--- src/cds_pkg.sv ---
// shared types, codes and reset values for the contactor drive supervisor
// no dependencies; used by cds_cfg, cds_core and contactor_drive_supervisor
`default_nettype none
package cds_pkg;

  localparam int ADDR_W = 5;

  // command codes
  localparam logic [1:0] CMD_TICK = 2'd0;
  localparam logic [1:0] CMD_ON   = 2'd1;
  localparam logic [1:0] CMD_OFF  = 2'd2;

  // event codes
  localparam logic [1:0] EV_NONE    = 2'd0;
  localparam logic [1:0] EV_RECOVER = 2'd1;
  localparam logic [1:0] EV_RAISE   = 2'd2;

  // register indexes
  localparam logic [2:0] REG_POLARITY  = 3'd0;
  localparam logic [2:0] REG_HOLD      = 3'd1;
  localparam logic [2:0] REG_TIMEOUT   = 3'd2;
  localparam logic [2:0] REG_ALARM_DLY = 3'd3;
  localparam logic [2:0] REG_CONFIRM   = 3'd4;
  localparam logic [2:0] REG_MIN_PHASE = 3'd5;

  // reset values
  localparam logic        RST_POLARITY  = 1'b1;
  localparam logic [15:0] RST_HOLD      = 16'd100;
  localparam logic [15:0] RST_TIMEOUT   = 16'd1000;
  localparam logic [15:0] RST_ALARM_DLY = 16'd1000;
  localparam logic [15:0] RST_CONFIRM   = 16'd3000;
  localparam logic [15:0] RST_MIN_PHASE = 16'd700;

  typedef struct packed {
    logic        feedback_polarity;
    logic [15:0] hold_time;
    logic [15:0] drive_timeout;
    logic [15:0] alarm_delay;
    logic [15:0] confirm_time;
    logic [15:0] min_phase_level;
  } cfg_t;

  typedef struct packed {
    logic [1:0]  cmd;
    logic [7:0]  elapsed;
    logic        status_one;
    logic        status_two;
    logic [15:0] phase_a_level;
    logic [15:0] phase_b_level;
    logic [15:0] phase_c_level;
  } in_word_t;

  typedef struct packed {
    logic        coil_drive;
    logic        coil_power;
    logic        feedback_match;
    logic [1:0]  event_res;
    logic        leak_protect;
    logic        sequence_busy;
    logic [15:0] activation_count;
    logic [15:0] mismatch_time;
  } out_word_t;

  // 16-bit add of an 8-bit step, saturating at all ones
  function automatic logic [15:0] sat_add16(input logic [15:0] a, input logic [7:0] b);
    logic [16:0] s;
    s = {1'b0, a} + {9'd0, b};
    return s[16] ? 16'hFFFF : s[15:0];
  endfunction

endpackage
`default_nettype wire

--- src/cds_cfg.sv ---
// configuration register file behind the apb-style port
// depends on cds_pkg for register indexes, reset values and cfg_t
`default_nettype none
module cds_cfg (
  input  wire logic                     clk,
  input  wire logic                     rst,
  input  wire logic                     psel,
  input  wire logic                     penable,
  input  wire logic                     pwrite,
  input  wire logic [cds_pkg::ADDR_W-1:0] paddr,
  input  wire logic [31:0]              pwdata,
  output logic      [31:0]              prdata,
  output cds_pkg::cfg_t                 cfg
);

  logic       wr_en;
  logic [2:0] idx;

  assign idx   = paddr[4:2];
  assign wr_en = psel && penable && pwrite;

  always_ff @(posedge clk) begin
    if (rst) begin
      cfg.feedback_polarity <= cds_pkg::RST_POLARITY;
      cfg.hold_time         <= cds_pkg::RST_HOLD;
      cfg.drive_timeout     <= cds_pkg::RST_TIMEOUT;
      cfg.alarm_delay       <= cds_pkg::RST_ALARM_DLY;
      cfg.confirm_time      <= cds_pkg::RST_CONFIRM;
      cfg.min_phase_level   <= cds_pkg::RST_MIN_PHASE;
    end else if (wr_en) begin
      case (idx)
        cds_pkg::REG_POLARITY:  cfg.feedback_polarity <= pwdata[0];
        cds_pkg::REG_HOLD:      cfg.hold_time         <= pwdata[15:0];
        cds_pkg::REG_TIMEOUT:   cfg.drive_timeout     <= pwdata[15:0];
        cds_pkg::REG_ALARM_DLY: cfg.alarm_delay       <= pwdata[15:0];
        cds_pkg::REG_CONFIRM:   cfg.confirm_time      <= pwdata[15:0];
        cds_pkg::REG_MIN_PHASE: cfg.min_phase_level   <= pwdata[15:0];
        default: ;
      endcase
    end
  end

  always_comb begin
    case (idx)
      cds_pkg::REG_POLARITY:  prdata = {31'd0, cfg.feedback_polarity};
      cds_pkg::REG_HOLD:      prdata = {16'd0, cfg.hold_time};
      cds_pkg::REG_TIMEOUT:   prdata = {16'd0, cfg.drive_timeout};
      cds_pkg::REG_ALARM_DLY: prdata = {16'd0, cfg.alarm_delay};
      cds_pkg::REG_CONFIRM:   prdata = {16'd0, cfg.confirm_time};
      cds_pkg::REG_MIN_PHASE: prdata = {16'd0, cfg.min_phase_level};
      default:                prdata = 32'd0;
    endcase
  end

endmodule
`default_nettype wire

--- src/cds_core.sv ---
// supervisor state and its single-pass update for one registered input word
// depends on cds_pkg for cfg_t, in_word_t, out_word_t, codes and sat_add16
`default_nettype none
module cds_core (
  input  wire logic              clk,
  input  wire logic              rst,
  input  wire logic              fire,
  input  wire cds_pkg::in_word_t word,
  input  wire cds_pkg::cfg_t     cfg,
  output cds_pkg::out_word_t     result
);

  localparam logic [1:0] STEP_START = 2'd0;
  localparam logic [1:0] STEP_WAIT  = 2'd1;
  localparam logic [1:0] STEP_END   = 2'd2;

  logic        busy_flag, busy_flag_next;
  logic [1:0]  phase_step, phase_step_next;
  logic        want_closed, want_closed_next;
  logic [15:0] seq_timer, seq_timer_next;
  logic        feedback_reg, feedback_reg_next;
  logic [15:0] fault_timer, fault_timer_next;
  logic        alarm_flag, alarm_flag_next;
  logic [15:0] act_counter, act_counter_next;
  logic [15:0] confirm_timer, confirm_timer_next;
  logic        coil_reg, coil_reg_next;
  logic        power_reg, power_reg_next;
  logic        leak_reg, leak_reg_next;

  logic [1:0]  ev;
  logic [15:0] seq_sum;
  logic [15:0] fault_sum;
  logic        phase_low;

  always_comb begin
    busy_flag_next     = busy_flag;
    phase_step_next    = phase_step;
    want_closed_next   = want_closed;
    seq_timer_next     = seq_timer;
    feedback_reg_next  = feedback_reg;
    fault_timer_next   = fault_timer;
    alarm_flag_next    = alarm_flag;
    act_counter_next   = act_counter;
    confirm_timer_next = confirm_timer;
    coil_reg_next      = coil_reg;
    power_reg_next     = power_reg;
    leak_reg_next      = leak_reg;
    ev                 = cds_pkg::EV_NONE;
    seq_sum            = cds_pkg::sat_add16(seq_timer, word.elapsed);
    fault_sum          = fault_timer + {8'd0, word.elapsed};
    phase_low          = (word.phase_a_level < cfg.min_phase_level) ||
                         (word.phase_b_level < cfg.min_phase_level) ||
                         (word.phase_c_level < cfg.min_phase_level);

    case (word.cmd)
      cds_pkg::CMD_ON: begin
        phase_step_next  = STEP_START;
        want_closed_next = 1'b1;
        act_counter_next = act_counter + 16'd1;
        busy_flag_next   = 1'b1;
      end
      cds_pkg::CMD_OFF: begin
        phase_step_next  = STEP_START;
        want_closed_next = 1'b0;
        busy_flag_next   = 1'b1;
      end
      default: begin
        // sense: a split reading forces a mismatch only while idle
        if (word.status_one == word.status_two) begin
          feedback_reg_next = (word.status_one == cfg.feedback_polarity);
        end else if (!busy_flag) begin
          feedback_reg_next = !want_closed;
        end

        // drive sequence
        if (busy_flag) begin
          case (phase_step)
            STEP_START: begin
              coil_reg_next = want_closed;
              if (want_closed) begin
                power_reg_next = 1'b1;
              end
              seq_timer_next  = 16'd0;
              phase_step_next = STEP_WAIT;
            end
            STEP_WAIT: begin
              if ((want_closed == feedback_reg_next) && (seq_timer >= cfg.hold_time)) begin
                phase_step_next = STEP_END;
              end else begin
                seq_timer_next = seq_sum;
                if (seq_sum > cfg.drive_timeout) begin
                  phase_step_next = STEP_END;
                end
              end
            end
            default: begin
              power_reg_next = 1'b0;
              busy_flag_next = 1'b0;
            end
          endcase
        end

        // supervision
        if (want_closed == feedback_reg_next) begin
          fault_timer_next = 16'd0;
          if (alarm_flag) begin
            alarm_flag_next = 1'b0;
            ev              = cds_pkg::EV_RECOVER;
          end
        end else if (!alarm_flag) begin
          fault_timer_next = fault_sum;
          if (fault_sum > cfg.alarm_delay) begin
            fault_timer_next = fault_sum + 16'd1;
            alarm_flag_next  = 1'b1;
            ev               = cds_pkg::EV_RAISE;
          end
        end

        // raise confirmation against the confirm counter and phase levels
        if (ev == cds_pkg::EV_RAISE) begin
          if (confirm_timer < cfg.confirm_time) begin
            confirm_timer_next = cds_pkg::sat_add16(confirm_timer, word.elapsed);
            ev                 = cds_pkg::EV_NONE;
          end else begin
            confirm_timer_next = 16'd0;
            if (phase_low) begin
              ev = cds_pkg::EV_NONE;
            end
          end
        end

        if ((ev == cds_pkg::EV_RAISE) && !want_closed) begin
          leak_reg_next = 1'b1;
        end
      end
    endcase

    result.coil_drive       = coil_reg_next;
    result.coil_power       = power_reg_next;
    result.feedback_match   = feedback_reg_next;
    result.event_res        = ev;
    result.leak_protect     = leak_reg_next;
    result.sequence_busy    = busy_flag_next;
    result.activation_count = act_counter_next;
    result.mismatch_time    = fault_timer_next;
  end

  always_ff @(posedge clk) begin
    if (rst) begin
      busy_flag     <= 1'b0;
      phase_step    <= STEP_START;
      want_closed   <= 1'b0;
      seq_timer     <= 16'd0;
      feedback_reg  <= 1'b0;
      fault_timer   <= 16'd0;
      alarm_flag    <= 1'b0;
      act_counter   <= 16'd0;
      confirm_timer <= 16'd0;
      coil_reg      <= 1'b0;
      power_reg     <= 1'b0;
      leak_reg      <= 1'b0;
    end else if (fire) begin
      busy_flag     <= busy_flag_next;
      phase_step    <= phase_step_next;
      want_closed   <= want_closed_next;
      seq_timer     <= seq_timer_next;
      feedback_reg  <= feedback_reg_next;
      fault_timer   <= fault_timer_next;
      alarm_flag    <= alarm_flag_next;
      act_counter   <= act_counter_next;
      confirm_timer <= confirm_timer_next;
      coil_reg      <= coil_reg_next;
      power_reg     <= power_reg_next;
      leak_reg      <= leak_reg_next;
    end
  end

endmodule
`default_nettype wire

--- src/contactor_drive_supervisor.sv ---
// top level: input register, supervisor core, result register, config port
// depends on cds_pkg, cds_cfg and cds_core
//
//   channel  | handshake               | words
//   in       | in_valid / in_stall     | cmd, elapsed, status, phase levels
//   out      | out_valid / out_stall   | coil, power, match, event, counts
//   apb      | psel penable pwrite     | paddr, pwdata, prdata, pready = 1
//
// one word a cycle while the output is not stalled: a word is taken into the input
// register, the core updates its state from it and the result lands in the result
// register, from which it drives the outputs
// a stalled result holds the result register; the input register still takes
// one more word, then in_stall rises until the result is taken
// rst clears the supervisor state, the config registers and both valid flags
`default_nettype none
module contactor_drive_supervisor (
  input  wire logic                       clk,
  input  wire logic                       rst,
  input  wire logic                       in_valid,
  output logic                            in_stall,
  input  wire logic [1:0]                 cmd,
  input  wire logic [7:0]                 elapsed,
  input  wire logic                       status_one,
  input  wire logic                       status_two,
  input  wire logic [15:0]                phase_a_level,
  input  wire logic [15:0]                phase_b_level,
  input  wire logic [15:0]                phase_c_level,
  output logic                            out_valid,
  input  wire logic                       out_stall,
  output logic                            coil_drive,
  output logic                            coil_power,
  output logic                            feedback_match,
  output logic [1:0]                      event_res,
  output logic                            leak_protect,
  output logic                            sequence_busy,
  output logic [15:0]                     activation_count,
  output logic [15:0]                     mismatch_time,
  input  wire logic                       psel,
  input  wire logic                       penable,
  input  wire logic                       pwrite,
  input  wire logic [cds_pkg::ADDR_W-1:0] paddr,
  input  wire logic [31:0]                pwdata,
  output logic      [31:0]                prdata,
  output logic                            pready
);

  cds_pkg::cfg_t      cfg;
  cds_pkg::in_word_t  in_word;
  cds_pkg::out_word_t result;
  cds_pkg::out_word_t out_word;

  logic in_reg_valid;
  logic advance;
  logic accept;
  logic fire;

  assign pready   = 1'b1;
  assign advance  = !out_valid || !out_stall;
  assign in_stall = in_reg_valid && !advance;
  assign accept   = in_valid && !in_stall;
  assign fire     = in_reg_valid && advance;

  cds_cfg u_cfg (
    .clk     (clk),
    .rst     (rst),
    .psel    (psel),
    .penable (penable),
    .pwrite  (pwrite),
    .paddr   (paddr),
    .pwdata  (pwdata),
    .prdata  (prdata),
    .cfg     (cfg)
  );

  cds_core u_core (
    .clk    (clk),
    .rst    (rst),
    .fire   (fire),
    .word   (in_word),
    .cfg    (cfg),
    .result (result)
  );

  always_ff @(posedge clk) begin
    if (rst) begin
      in_reg_valid <= 1'b0;
      out_valid    <= 1'b0;
    end else begin
      in_reg_valid <= accept || (in_reg_valid && !advance);
      out_valid    <= fire || (out_valid && out_stall);
    end
  end

  always_ff @(posedge clk) begin
    if (accept) begin
      in_word.cmd           <= cmd;
      in_word.elapsed       <= elapsed;
      in_word.status_one    <= status_one;
      in_word.status_two    <= status_two;
      in_word.phase_a_level <= phase_a_level;
      in_word.phase_b_level <= phase_b_level;
      in_word.phase_c_level <= phase_c_level;
    end
    if (fire) begin
      out_word <= result;
    end
  end

  assign coil_drive       = out_word.coil_drive;
  assign coil_power       = out_word.coil_power;
  assign feedback_match   = out_word.feedback_match;
  assign event_res        = out_word.event_res;
  assign leak_protect     = out_word.leak_protect;
  assign sequence_busy    = out_word.sequence_busy;
  assign activation_count = out_word.activation_count;
  assign mismatch_time    = out_word.mismatch_time;

  // no undefined event code ever leaves the block
  a_event_code: assert property (@(posedge clk) disable iff (rst)
    out_valid |-> (event_res != 2'd3))
    else $error("undefined event code on output");

  // coil power is only on inside a drive sequence
  a_power_busy: assert property (@(posedge clk) disable iff (rst)
    out_valid && coil_power |-> sequence_busy)
    else $error("coil power without a running sequence");

  // leak protection latches across delivered words
  a_leak_latch: assert property (@(posedge clk) disable iff (rst)
    (out_valid && !out_stall && leak_protect) ##1 out_valid |-> leak_protect)
    else $error("leak protection dropped");

  // the input register never loses a word while the result side is stalled
  a_hold_word: assert property (@(posedge clk) disable iff (rst)
    in_reg_valid && !advance |=> in_reg_valid)
    else $error("pending word lost under stall");

endmodule
`default_nettype wire

--- config.mk ---
export PLATFORM = sky130hd
export DESIGN_NAME = contactor_drive_supervisor
export DESIGN_NICKNAME = d
export VERILOG_FILES = /design/src/cds_pkg.sv /design/src/cds_cfg.sv /design/src/cds_core.sv /design/src/contactor_drive_supervisor.sv
export SDC_FILE = /design/constraint.sdc
export NUM_CORES = 1
export LEC_CHECK = 0
export BUFFER_PORTS_ARGS = -buffer_cell sky130_fd_sc_hd__buf_2
export CAP_MARGIN = 20
export CELL_PAD_IN_SITES_DETAIL_PLACEMENT = 1
export CELL_PAD_IN_SITES_GLOBAL_PLACEMENT = 2
export CORE_MARGIN = 5
export CORE_UTILIZATION = 40
export CTS_BUF_LIST = sky130_fd_sc_hd__clkbuf_4
export CTS_CLUSTER_SIZE = 40
export DETAILED_ROUTE_END_ITERATION = 8
export HOLD_SLACK_MARGIN = 0.02
export PLACE_DENSITY = 0.92
export SYNTH_ARGS = -nofsm -noshare
export SYNTH_HDL_FRONTEND = slang
export SYNTH_SLANG_ARGS = --single-unit
--- constraint.sdc ---
create_clock -name clk -period 8.1 [get_ports clk]
set_input_delay 0 -clock clk [delete_from_list [all_inputs] [get_ports clk]]
set_output_delay 0 -clock clk [all_outputs]
set_load 0.005 [all_outputs]
Yosys cells after proc, flatten, opt, wreduce, memory -nomap -nowiden
Cells that the tools add are included.
{ "totals": {"register_bits": 255, "input_bits": 104} }
{ "op_classes": {"add_sub_neg": 5, "n_lt_le_gt_ge": 7, "n_eq_ne": 15, "mux": 45, "n_bitwise": 1, "reduce_logical": 37} }
{ "ops": {"columns": ["cell", "n"], "rows": [
  ["16-bit 2-to-1 mux", 9],
  ["16-bit one-hot mux with 6 select lines", 1],
  ["16-bit less-than comparator", 4],
  ["16-bit by 8-bit adder with 17-bit output", 2],
  ["16-bit by 1-bit adder with 16-bit output (second input constant)", 2],
  ["16-bit greater-than comparator", 2],
  ["16-bit one-hot mux with 2 select lines", 1],
  ["2-bit 2-to-1 mux", 12],
  ["1-bit 2-to-1 mux", 19],
  ["16-bit by 8-bit adder with 16-bit output", 1],
  ["16-bit >= comparator", 1],
  ["2-bit AND reduction", 8],
  ["1-bit logical AND", 8],
  ["2-bit == test (second input constant)", 3],
  ["3-bit by 2-bit == test with 1-bit output (second input constant)", 2],
  ["3-bit == test (second input constant)", 2],
  ["2-bit nonzero test", 3],
  ["1-bit logical NOT", 5],
  ["1-bit logical OR", 5],
  ["5-bit AND reduction", 1],
  ["2-bit by 1-bit == test with 1-bit output (second input constant)", 2],
  ["4-bit by 2-bit inequality test with 1-bit output (second input constant)", 1],
  ["1-bit one-hot mux with 2 select lines", 2],
  ["2-bit one-hot mux with 2 select lines", 1],
  ["10 further kinds", 13]
]} }

Longest topological paths before layout
Gate-level depths: netlist (run 1).
{ "depth": {"ltp_word": 15, "depth_mapped": 18, "depth_no_buf": 17} }

Cells and area by module
A second synthesis (run 1) with hierarchy kept.
{ "unflattened": {"cells_unflattened": 1598, "hier_area_um2": 15205.8} }
{ "modules_own_cells": {"columns": ["module", "instances", "cells_each", "area_each_um2", "seq_area_each_um2"], "rows": [
  ["cds_core", 1, 1054, 8091.5, 1461.4],
  ["cds_cfg", 1, 433, 4043.9, 1621.6],
  ["contactor_drive_supervisor", 1, 111, 3070.4, 3012.9]
]} }

Least setup slack after synthesis (run 1)
No wires, ideal clock.
{ "synth_timing": {"kind": "register -> register", "from": "register in_word[51] (netlist bit)", "to": "register out_word, in the netlist mismatch_time[9] (data pin)", "setup_ns": 0.271, "arrival_ns": 4.296, "slack_ns": 3.533, "path_stages_with_launch": 18, "path_buffers": 1, "period_less_slack_ns": 4.567, "cell_sequence": "edfxtp_1 -> inv_1 -> fa_1 -> nor2b_1 -> o2111ai_1 -> a41oi_2 -> a21boi_0 -> or2_2 -> ha_1 -> nand4_1 -> nor4_1 -> o21ai_0 -> a31oi_1 -> clkbuf_1 -> nand4_1 -> o22ai_1 -> nor2b_1 -> o221ai_1"} }
{ "synth_lines": {"columns": ["item", "line", "source"], "rows": [
  ["start, declared", "contactor_drive_supervisor.sv:48", "cds_pkg::in_word_t in_word;"],
  ["end signal, assigned", "contactor_drive_supervisor.sv:105", "out_word <= result;"],
  ["end, declared", "contactor_drive_supervisor.sv:50", "cds_pkg::out_word_t out_word;"]
]} }

==> results of run 1 <==
==> what timing repair did <==
item | CTS | global route
resized for setup | 0 | 0
hold buffers | 145 | 2
hold endpoints to repair | 185 | 2
==> cells in the final DEF (no fill, tap or decap), types with 99 or more instances in the layout <==
| cell type | instances |
|---|---|
| a21oi_1 | 153 |
| dlygate4sd3_1 | 147 |
| inv_1 | 103 |
| edfxtp_1 | 99 |
| nand2_1 | 227 |
| ha_1 | 136 |
| dfxtp_1 | 156 |
| clkbuf_4 | 117 |
| nor2_1 | 106 |
| buf_2 | 141 |
==> Yosys cell counts (all sizes together), types with 23 or more instances <==
cell,instances
a211oi,23
a21o,30
a21oi,153
buf,23
clkbuf,65
dfxtp,156
edfxtp,99
ha,136
inv,103
nand2,227
nand3,40
nand4,25
nor2,107
nor3,24
o211ai,41
o21ai,69
xnor2,27
xor2,32
==> layer usage <==
layer / vias up / wire length, µm / track usage
met5: - / 0 / 0
met4: 0 / 1850 / 0.104
met3: 110 / 2390 / 0.0448
met2: 357 / 25100 / 0.435
met1: 6590 / 21300 / 0.294
li1: 6395 / - / -
==> critical path: stages (launching register included) <==
cell and delay, ns:
edfxtp_1 0.52, inv_1 0.15, fa_1 0.48, nor2b_1 0.19, o2111ai_1 0.29, a41oi_2 0.51, a21boi_0 0.19, or2_2 0.36
ha_1 0.31, nand4_1 0.15, nor4_1 0.35, o21ai_0 0.15, a31oi_1 0.38, buf_4 0.25, nand4_1 0.23, or4_1 0.59
xor2_1 0.21, o21ai_1 0.08
==> through the flow <==
step | power, mW | cells | hold WS, ns | cell area [µm²] | setup WS [ns]
2_1_floorplan | 1.59 | 1626 | 0.0989 | 14500 | 3.53
3_3_place_gp | 1.70 | 2153 | 0.178 | 15600 | 2.64
3_5_place_dp | 1.71 | 2153 | 0.179 | 15600 | 2.47
5_1_grt | 3.17 | 2433 | 0.0892 | 18000 | 1.99
6_report | 3.03 | 2433 | 0.0890 | 18000 | 2.50
4_1_cts | 3.04 | 2429 | 0.0302 | 18000 | 2.50
==> power by group through the flow <==
stage	clock [mW]	sequential, mW	combinational (mW)
5_1_grt	1.39	1.40	0.386
2_1_floorplan	0	1.42	0.177
3_5_place_dp	0	1.42	0.286
3_3_place_gp	0	1.42	0.275
4_1_cts	1.31	1.39	0.341
6_report	1.28	1.40	0.355
==> path summary, 6_finish.rpt <==
path / from / endpoint / slack, ns / cells after the start
setup reg to reg: in_word[51] / mismatch_time[14] / 2.50 / 17
hold reg to reg: u_cfg.cfg[78] / u_cfg.cfg[78] / 0.46 / 2
setup / recovery: in_word[51] / mismatch_time[14] / 2.50 / 17
hold / removal: pwrite / u_cfg.cfg[30] / 0.09 / 6
==> final cells by class <==
type                    instances  share of cell area
diodes                          1            0.000139
inverters                     105              0.0219
well taps                     461              0.0320
multi-input cells            1178               0.427
repair buffers                302               0.127
clock inverters                14             0.00438
flip-flops and latches        255               0.339
clock buffers                 117              0.0488
==> logic make-up after synthesis <==
family,count (synthesis),synth area share
AO/OA/AOI/OAI,418,0.184
XOR/XNOR,59,0.0362
adder cells (fa/ha/maj),139,0.122
buffers and inverters,193,0.0545
flip-flops,255,0.421
multiplexers,23,0.0162
other,2,0.000519
AND/OR/NAND/NOR,522,0.166
==> run_results.csv, run 1 <==
group,metric,value,unit
outcome,status,"finished, final reports clean",
detailed_routing,vias_per_cell,5.53,
sta,max_freq,179,MHz
sta,layout_worst_path_cycle_share,0.691,
synth,ys_warn_count,0,
sta,finalSetupTns,0,ns
floorplanning,die_h,200,µm
power,powerDensity,168,nW/µm²
synth,ys.flop_type,"dfxtp_1",
detailed_routing,wl_per_cell,20.8,µm
critical_path,startpoint_type,"register",
floorplanning,ios,178,
detailed_routing,vias,13500,
power,p_int,2.20,mW
cells_and_area,largest_reg_flops,81,
clock_network,cts_root_buf,"clkbuf_4",
synth,yosysTopAreaCell,"dfxtp_1",
synth,syn_area,14500,µm²
critical_path,endpoint_kind,"register",
grt,grt_pass1_wl,79.7,mm
place,hpwl,34.2,mm
clock_network,post_cts.repair.setup_buffers,0,
cells_and_area,top_regs,"u_cfg.cfg x81, in_word x60",
synth,synth_area_leaders,"dfxtp_1 (22%), edfxtp_1 (21%), ha_1 (12%)",
clock_network,cts_tree,"done",
grt,grt_max_degree,77,
detailed_routing,ant_nets,0,
cells_and_area,drive_above_1_share,0.154,
detailed_routing,drc,0,
clock_network,cts_made_buffers,75,
floorplanning,die_x,200,µm
run,maxCapViolations,0,
synth,synthCells,1611,
cells_and_area,ff_latch_area,6100,µm²
power,cellLeakagePower,7.49,nW
clock_network,clock_latency,0.75,ns
power,combPwrFrac,0.117,
sta,final_hold_viol_count,0,
clock_network,htreeDepth,3,
critical_path,crit_type,"reg2reg",
detailed_routing,wl,50.7,mm
clock_network,clock_path_buffers,3,
detailed_routing,drt_iter0_markers,656,
cells_and_area,syn2layout_area_growth,24.4,%
power,ir_drop,0.000123,V
grt,antenna_found_initial,1,
grt,grt_use_total,0.246,
synth,avgSynthCellArea,8.98,µm²
sta,skew,0.0580,ns
cells_and_area,regMostFlops,"u_cfg.cfg",
synth,synth.yosys.seq_area_share,0.421,
critical_path,cp_max_fo,10,
sta,drv_slew,0,
power,netSwitchingPower,0.823,mW
cells_and_area,final_core_util,0.505,
clock_network,cts.sinks,255,
synth,synth_top_area_frac,0.216,
power,p_clk_frac,0.422,
synth,post_synth_num_cell_types,77,
synth,synth-seq-cells,255,
cells_and_area,fill_cells,4113,
grt,grt_pass1_vias,14600,
hold_path,hp-class,"in2reg",
sta,tightest_slew,1.04,ns
sta,setup_viol,0,
sta,relSlewSlack,0.303,
synth,synth_enable_flop_cells,99,
power,switching_share,0.272,
sta,rsz0062_at_grt,"no",
place,routabilityCongestion,0.866,
critical_path,arrival,6.07,ns
floorplanning,start_util,0.406,
place,port_buffers,142,
cells_and_area,nNetsFinal,2160,
sta,min_period,5.60,ns
floorplanning,coreArea,35700,µm²
clock_network,clk_pin_slew,0.07,ns
floorplanning,rows,69,
synth,synthArstFlopShare,0,
grt,overflow,0,
power,pwr-share-seq,0.461,
floorplanning,die_area,40100,µm²
critical_path,crit_required,8.57,ns
detailed_routing,dr.pass1.iters,5,
cells_and_area,multi_input_area,7690,µm²
Note: power is estimated with default switching activity, not from simulation.
==> run 2, diff against run 1 <==
Settings changed: CORE_UTILIZATION 40 to 37, PLACE_DENSITY 0.92 to 0.86.
Clock period 8.1 ns to 5.4 ns, I/O delays scaled along.
==> run 2 against run 1 <==
Net effect:
- first-iteration DRC count is 0.91% lower
- hold slack got worse by 0.0060 ns
- combinational power increased by 51%
- register-to-register slack got worse by 2.1 ns
- via count shrank 1.1%
- clock power up 48%
- critical endpoint unchanged
- largest cell class unchanged
- highest routed layer is now met5
==> run_results.csv, run 2 (same netlist as run 1, synthesis figures left out) <==
group,metric,value,unit
critical_path,arrival,5.47,ns
clock_network,htreeDepth,3,
cells_and_area,instances_no_fill,2507,
cells_and_area,fill_cells,4552,
cells_and_area,regMostFlops,"u_cfg.cfg",
detailed_routing,ant_nets,0,
detailed_routing,wl_per_cell,20.3,µm
critical_path,rrSetupSlack,0.38,ns
critical_path,rr_endpoint,"mismatch_time[14]",
floorplanning,ios,178,
sta,drv_slew,0,
power,cellLeakagePower,7.55,nW
sta,finalSetupTns,0,ns
floorplanning,start_util,0.375,
clock_network,cts.sinks,255,
critical_path,startpoint_type,"register",
clock_network,cts_tree,"done",
critical_path,r2r-start,"in_word[51]",
cells_and_area,syn2layout_area_growth,25.7,%
clock_network,cts_root_buf,"clkbuf_4",
power,ir_drop,0.000150,V
detailed_routing,dr.pass1.iters,5,
place,port_buffers,142,
sta,min_period,5.02,ns
outcome,status,"finished, final reports clean",
critical_path,cp_max_fo,5,
detailed_routing,vias_per_cell,5.31,
grt,overflow,0,
place,routabilityCongestion,0.907,
sta,setup_viol,0,
hold_path,hold_depth,4,
clock_network,clk_pin_slew,0.07,ns
grt,grt_max_degree,76,
grt,grt_pass1_vias,14300,
cells_and_area,top_regs,"u_cfg.cfg x81, in_word x60",
run,maxCapViolations,0,
cells_and_area,layout_commonest_cell,"nand2_1",
detailed_routing,vias,13300,
place,dp.cells,2220,
cells_and_area,drive_above_1_share,0.162,
cells_and_area,nNetsFinal,2173,
place,hpwl,35.1,mm
critical_path,crit_required,5.86,ns
sta,rsz0062_at_grt,"no",
cells_and_area,mostFrequentLayoutCells,"nand2_1 (227), dfxtp_1 (156), a21oi_1 (153), dlygate4sd3_1 (151), buf_2 (141)",
cells_and_area,largest_reg_flops,81,
detailed_routing,highest_layer,"met5",
detailed_routing,drt_iter0_markers,650,
detailed_routing,wl_met3,2.52,mm
sta,layout_worst_path_cycle_share,0.929,
sta,final_hold_viol_count,0,
clock_network,clock_path_buffers,3,
floorplanning,die_x,208,µm
grt,antenna_found_initial,3,
sta,tightest_slew,1.01,ns
sta,skew,0.0682,ns
clock_network,clock_latency,0.77,ns
grt,grt_pass1_wl,80.0,mm
floorplanning,die_area,43200,µm²
floorplanning,die_h,208,µm
critical_path,crit_type,"reg2reg",
sta,relSlewSlack,0.326,
detailed_routing,route.met2.wl,25.0,mm
floorplanning,coreArea,38600,µm²
power,powerDensity,248,nW/µm²
hold_path,hp-class,"in2reg",
detailed_routing,drc,0,
floorplanning,rows,72,
detailed_routing,wl,51.0,mm
grt,grt_use_total,0.231,
hold_path,min_to,"u_cfg.cfg[34]",
detailed_routing,wl_met1,22.1,mm
sta,max_freq,199,MHz
critical_path,reg2regPathDepth,16,
clock_network,cts_made_buffers,74,
cells_and_area,final_core_util,0.471,
power,p_total,4.52,mW
hold_path,hp-start,"pwdata[2]",
critical_path,endpoint_kind,"register",
[run 2: cell types whose count changed in the layout (fill, tap and decap cells not counted), moves of 2 or more]
cell | previous run | this run
buf_4 | 13 | 24
clkinv_2 | 0 | 6
clkinv_1 | 13 | 9
dlygate4sd3_1 | 147 | 151
nor4_1 | 8 | 6
nor4_2 | 0 | 2
[run 2: report_power, final]
group | internal, mW | switching [mW] | leakage, nW
clock | 0.988 | 0.904 | 0.583
combinational | 0.223 | 0.312 | 4.76
sequential | 2.06 | 0.0331 | 2.21
[run 2: how the worst max path moves through the flow]
stage | start | end | slack, ns | cells past startpoint
after floorplan | in_word[51] | mismatch_time[9] | 0.83 | 17
after global placement | in_word[51] | mismatch_time[9] | 0.40 | 17
after detailed placement | in_word[51] | mismatch_time[9] | 0.20 | 17
after CTS | in_word[51] | mismatch_time[9] | 0.12 | 17
after global routing | in_word[51] | mismatch_time[14] | 0.02 | 16
final | in_word[51] | mismatch_time[14] | 0.38 | 16
[run 2: layout make-up]
| type | instances | area (µm²) | share of cell area |
|---|---|---|---|
| well taps | 518 | 648 | 0.0356 |
| clock inverters | 15 | 63.8 | 0.00351 |
| clock buffers | 118 | 886 | 0.0487 |
| diodes | 2 | 5.00 | 0.000275 |
| multi-input cells | 1178 | 7700 | 0.423 |
| flip-flops and latches | 255 | 6100 | 0.335 |
| repair buffers | 316 | 2400 | 0.132 |
| inverters | 105 | 394 | 0.0217 |
[run 2: repair_timing]
| item | in CTS | in global routing |
|---|---|---|
| endpoints found under the hold margin | 173 | 0 |
| buffers inserted | 0 | 1 |
| endpoints found under the setup margin | 0 | 24 |
| hold buffers | 151 | 0 |
| resized for setup | 0 | 4 |
[run 2: critical path: stages (launching register included)]
cell       delay (ns)
edfxtp_1         0.48
inv_1            0.15
fa_1             0.48
nor2b_1          0.16
o2111ai_1        0.26
a41oi_2          0.37
a21boi_0         0.17
or2_2            0.35
ha_1             0.31
nand4_1          0.15
nor4_2           0.33
o21ai_0          0.13
a31oi_1          0.34
nand4_1          0.20
or4_1            0.57
xor2_1           0.22
o21ai_1          0.08
[run 2: metrics by stage]
step | hold slack, ns | instance area, µm² | worst slack [ns]
finish | 0.0830 | 18200 | 0.382
detailed placement | 0.179 | 15700 | 0.201
global placement | 0.178 | 15700 | 0.396
CTS | 0.0305 | 18200 | 0.124
global route | 0.0486 | 18200 | 0.0204
floorplan | 0.0989 | 14500 | 0.833
[run 2: routing by layer]
metal	vias to the layer above	GRT usage
met4	2	0.0779
met3	90	0.0475
met5	-	0
met1	6462	0.285
met2	328	0.405
li1	6428	-
==> run 3, diff against run 2 <==
==> constraint.sdc (replaced) <==
create_clock -name clk -period 5.4 [get_ports clk]
set_input_delay 1.08 -clock clk [delete_from_list [all_inputs] [get_ports clk]]
set_output_delay 1.08 -clock clk [all_outputs]
set_load 0.005 [all_outputs]
==> run 3 against run 2 <==
Net effect:
- sequential power about the same
- critical path type unchanged
- largest cell class unchanged
- global-route usage is 2.6 points lower
- via count down 6.1%
==> run_results.csv, run 3 (same netlist as run 1, synthesis figures left out) <==
group,metric,value,unit
outcome,status,"finished, final reports clean",
cells_and_area,regMostFlops,"u_cfg.cfg",
detailed_routing,dr.pass1.iters,5,
sta,relSlewSlack,0.281,
floorplanning,die_h,208,µm
sta,tightest_slew,1.08,ns
hold_path,hp-start,"u_core.power_reg",
critical_path,cpMaxStageDelayCell,"nor4_1",
critical_path,cp_max_fo,5,
run,maxCapViolations,0,
sta,max_freq,194,MHz
grt,antenna_found_initial,4,
detailed_routing,drt_iter0_markers,672,
place,hpwl,34.5,mm
clock_network,clk_pin_slew,0.07,ns
clock_network,htreeDepth,3,
sta,min_period,5.17,ns
clock_network,cts_tree,"done",
sta,setup_viol,0,
critical_path,reg2regPathDepth,17,
grt,overflow,0,
place,dp.cells,2223,
place,place_ws,0.195,ns
sta,drv_slew,0,
cells_and_area,layout_commonest_cell,"nand2_1",
detailed_routing,drc,0,
place,routabilityCongestion,0.881,
floorplanning,die_area,43200,µm²
grt,grt_max_degree,70,
cells_and_area,largest_reg_flops,81,
hold_path,hold_depth,2,
power,cellLeakagePower,6.94,nW
cells_and_area,instances_no_fill,2362,
cells_and_area,drive_above_1_share,0.174,
detailed_routing,wl_per_cell,19.4,µm
critical_path,worstPathCellList,"ha_1 > a2111oi_2 > o21ai_0 > a31oi_1 > nor2_1 > xnor2_1 > inv_1 > ha_1 > nand3_1 > nor4_1 > o21ai_0 > a31oi_1 > buf_4 > nand3_1 > nor4_1 > and2_1 > a21o_1",
critical_path,critPathBufInv,2,
critical_path,endpoint_kind,"register",
critical_path,crit_family,"compound AO/OA/AOI/OAI gates",
cells_and_area,fill_cells,4596,
floorplanning,start_util,0.375,
critical_path,startpoint_type,"register",
power,ir_drop,0.000202,V
critical_path,crit_required,5.96,ns
clock_network,clock_latency,0.74,ns
detailed_routing,wl,45.7,mm
hold_path,hp-class,"reg2reg",
clock_network,clock_path_buffers,3,
cells_and_area,top_regs,"u_cfg.cfg x81, in_word x60",
critical_path,rrSetupSlack,0.23,ns
floorplanning,ios,178,
grt,grt_use_total,0.206,
cells_and_area,nNetsFinal,2028,
floorplanning,rows,72,
cells_and_area,syn2layout_area_growth,15.4,%
detailed_routing,vias_per_cell,5.29,
clock_network,cts_made_buffers,76,
cells_and_area,mostFrequentLayoutCells,"nand2_1 (227), dfxtp_1 (156), a21oi_1 (153), buf_2 (141), ha_1 (136)",
critical_path,arrival,5.72,ns
detailed_routing,ant_nets,0,
sta,finalSetupTns,0,ns
sta,final_hold_viol_count,0,
grt,grt_pass1_vias,13000,
place,port_buffers,142,
clock_network,cts.sinks,255,
critical_path,crit_type,"reg2reg",
cells_and_area,fin_area,16700,µm²
grt,grt_pass1_wl,71.6,mm
critical_path,max_stage_delay,0.57,ns
clock_network,cts_root_buf,"clkbuf_4",
sta,layout_worst_path_cycle_share,0.957,
floorplanning,coreArea,38600,µm²
critical_path,rr_endpoint,"leak_protect",
sta,timing.final.ws_setup,0.233,ns
critical_path,r2r-start,"in_word[56]",
sta,skew,0.0605,ns
hold_path,min_to,"u_core.power_reg",
place,dpl-instance-area,15700,µm²
power,powerDensity,260,nW/µm²
detailed_routing,vias,12500,
floorplanning,die_x,208,µm
-- run 3: cell types whose count changed in the layout (fill, tap and decap cells not counted), sizes merged --
| cell | previous run | this run |
|---|---|---|
| diode | 2 | 1 |
| clkbuf | 118 | 116 |
| clkinv | 15 | 20 |
| dlygate4sd3 | 151 | 0 |
| buf | 165 | 169 |
-- run 3: worst max-delay path by stage --
stage / startpoint / to / slack, ns / cells past startpoint
2_1_floorplan: in_word[51] / mismatch_time[9] / 0.83 / 17
3_3_place_gp: in_word[50] / mismatch_time[9] / 0.31 / 18
3_5_place_dp: in_word[50] / mismatch_time[9] / 0.20 / 18
4_1_cts: in_word[50] / mismatch_time[9] / 0.18 / 18
5_1_grt: in_word[56] / leak_protect / -0.02 / 17
6_report: in_word[56] / leak_protect / 0.23 / 17
-- run 3: repair_timing --
item                                    CTS  global route
setup buffers                             0             2
endpoints found under the setup margin    0            11
hold buffers                              0             0
gates resized for setup                   0             3
-- run 3: power by group --
group / internal [mW] / switching, mW
Combinational: 0.153 / 0.283
Clock: 0.976 / 0.849
Sequential: 2.06 / 0.0290
-- run 3: metrics by stage --
stage / utilization / hold WS, ns / power [mW]
finish: 0.432 / 0.461 / 4.35
global route: 0.432 / 0.479 / 4.59
CTS: 0.431 / 0.454 / 4.43
detailed placement: 0.407 / 0.456 / 2.57
global placement: 0.407 / 0.446 / 2.55
floorplan: - / 0.436 / 2.39
-- run 3: worst reg2reg max path, delay by kind of cell (launching register included) --
| kind | cells | cell delay (ns) |
|---|---|---|
| xor gates and xnor gates | 1 | 0.26 |
| and+or+nand+nor | 6 | 1.61 |
| DFF | 1 | 0.42 |
| adders and majority gates | 2 | 0.74 |
| AOI/OAI and AO/OA | 6 | 1.65 |
| buffers and inverters | 2 | 0.32 |
-- run 3: layout make-up --
class,count,area [µm²],area share
Sequential cell,255,6100,0.365
Antenna cell,1,2.50,0.000150
Multi-Input combinational cell,1178,7700,0.461
Timing Repair Buffer,169,916,0.0548
Tap cell,518,648,0.0388
Clock buffer,116,871,0.0521
Inverter,105,394,0.0236
Clock inverter,20,78.8,0.00472
-- run 3: metal layers --
metal	share of wire	track usage	vias up
li1	-	-	6128
met2	0.48	0.345	264
met5	0.00061	0	-
met3	0.044	0.0390	69
met1	0.45	0.268	6030
met4	0.025	0.0704	6
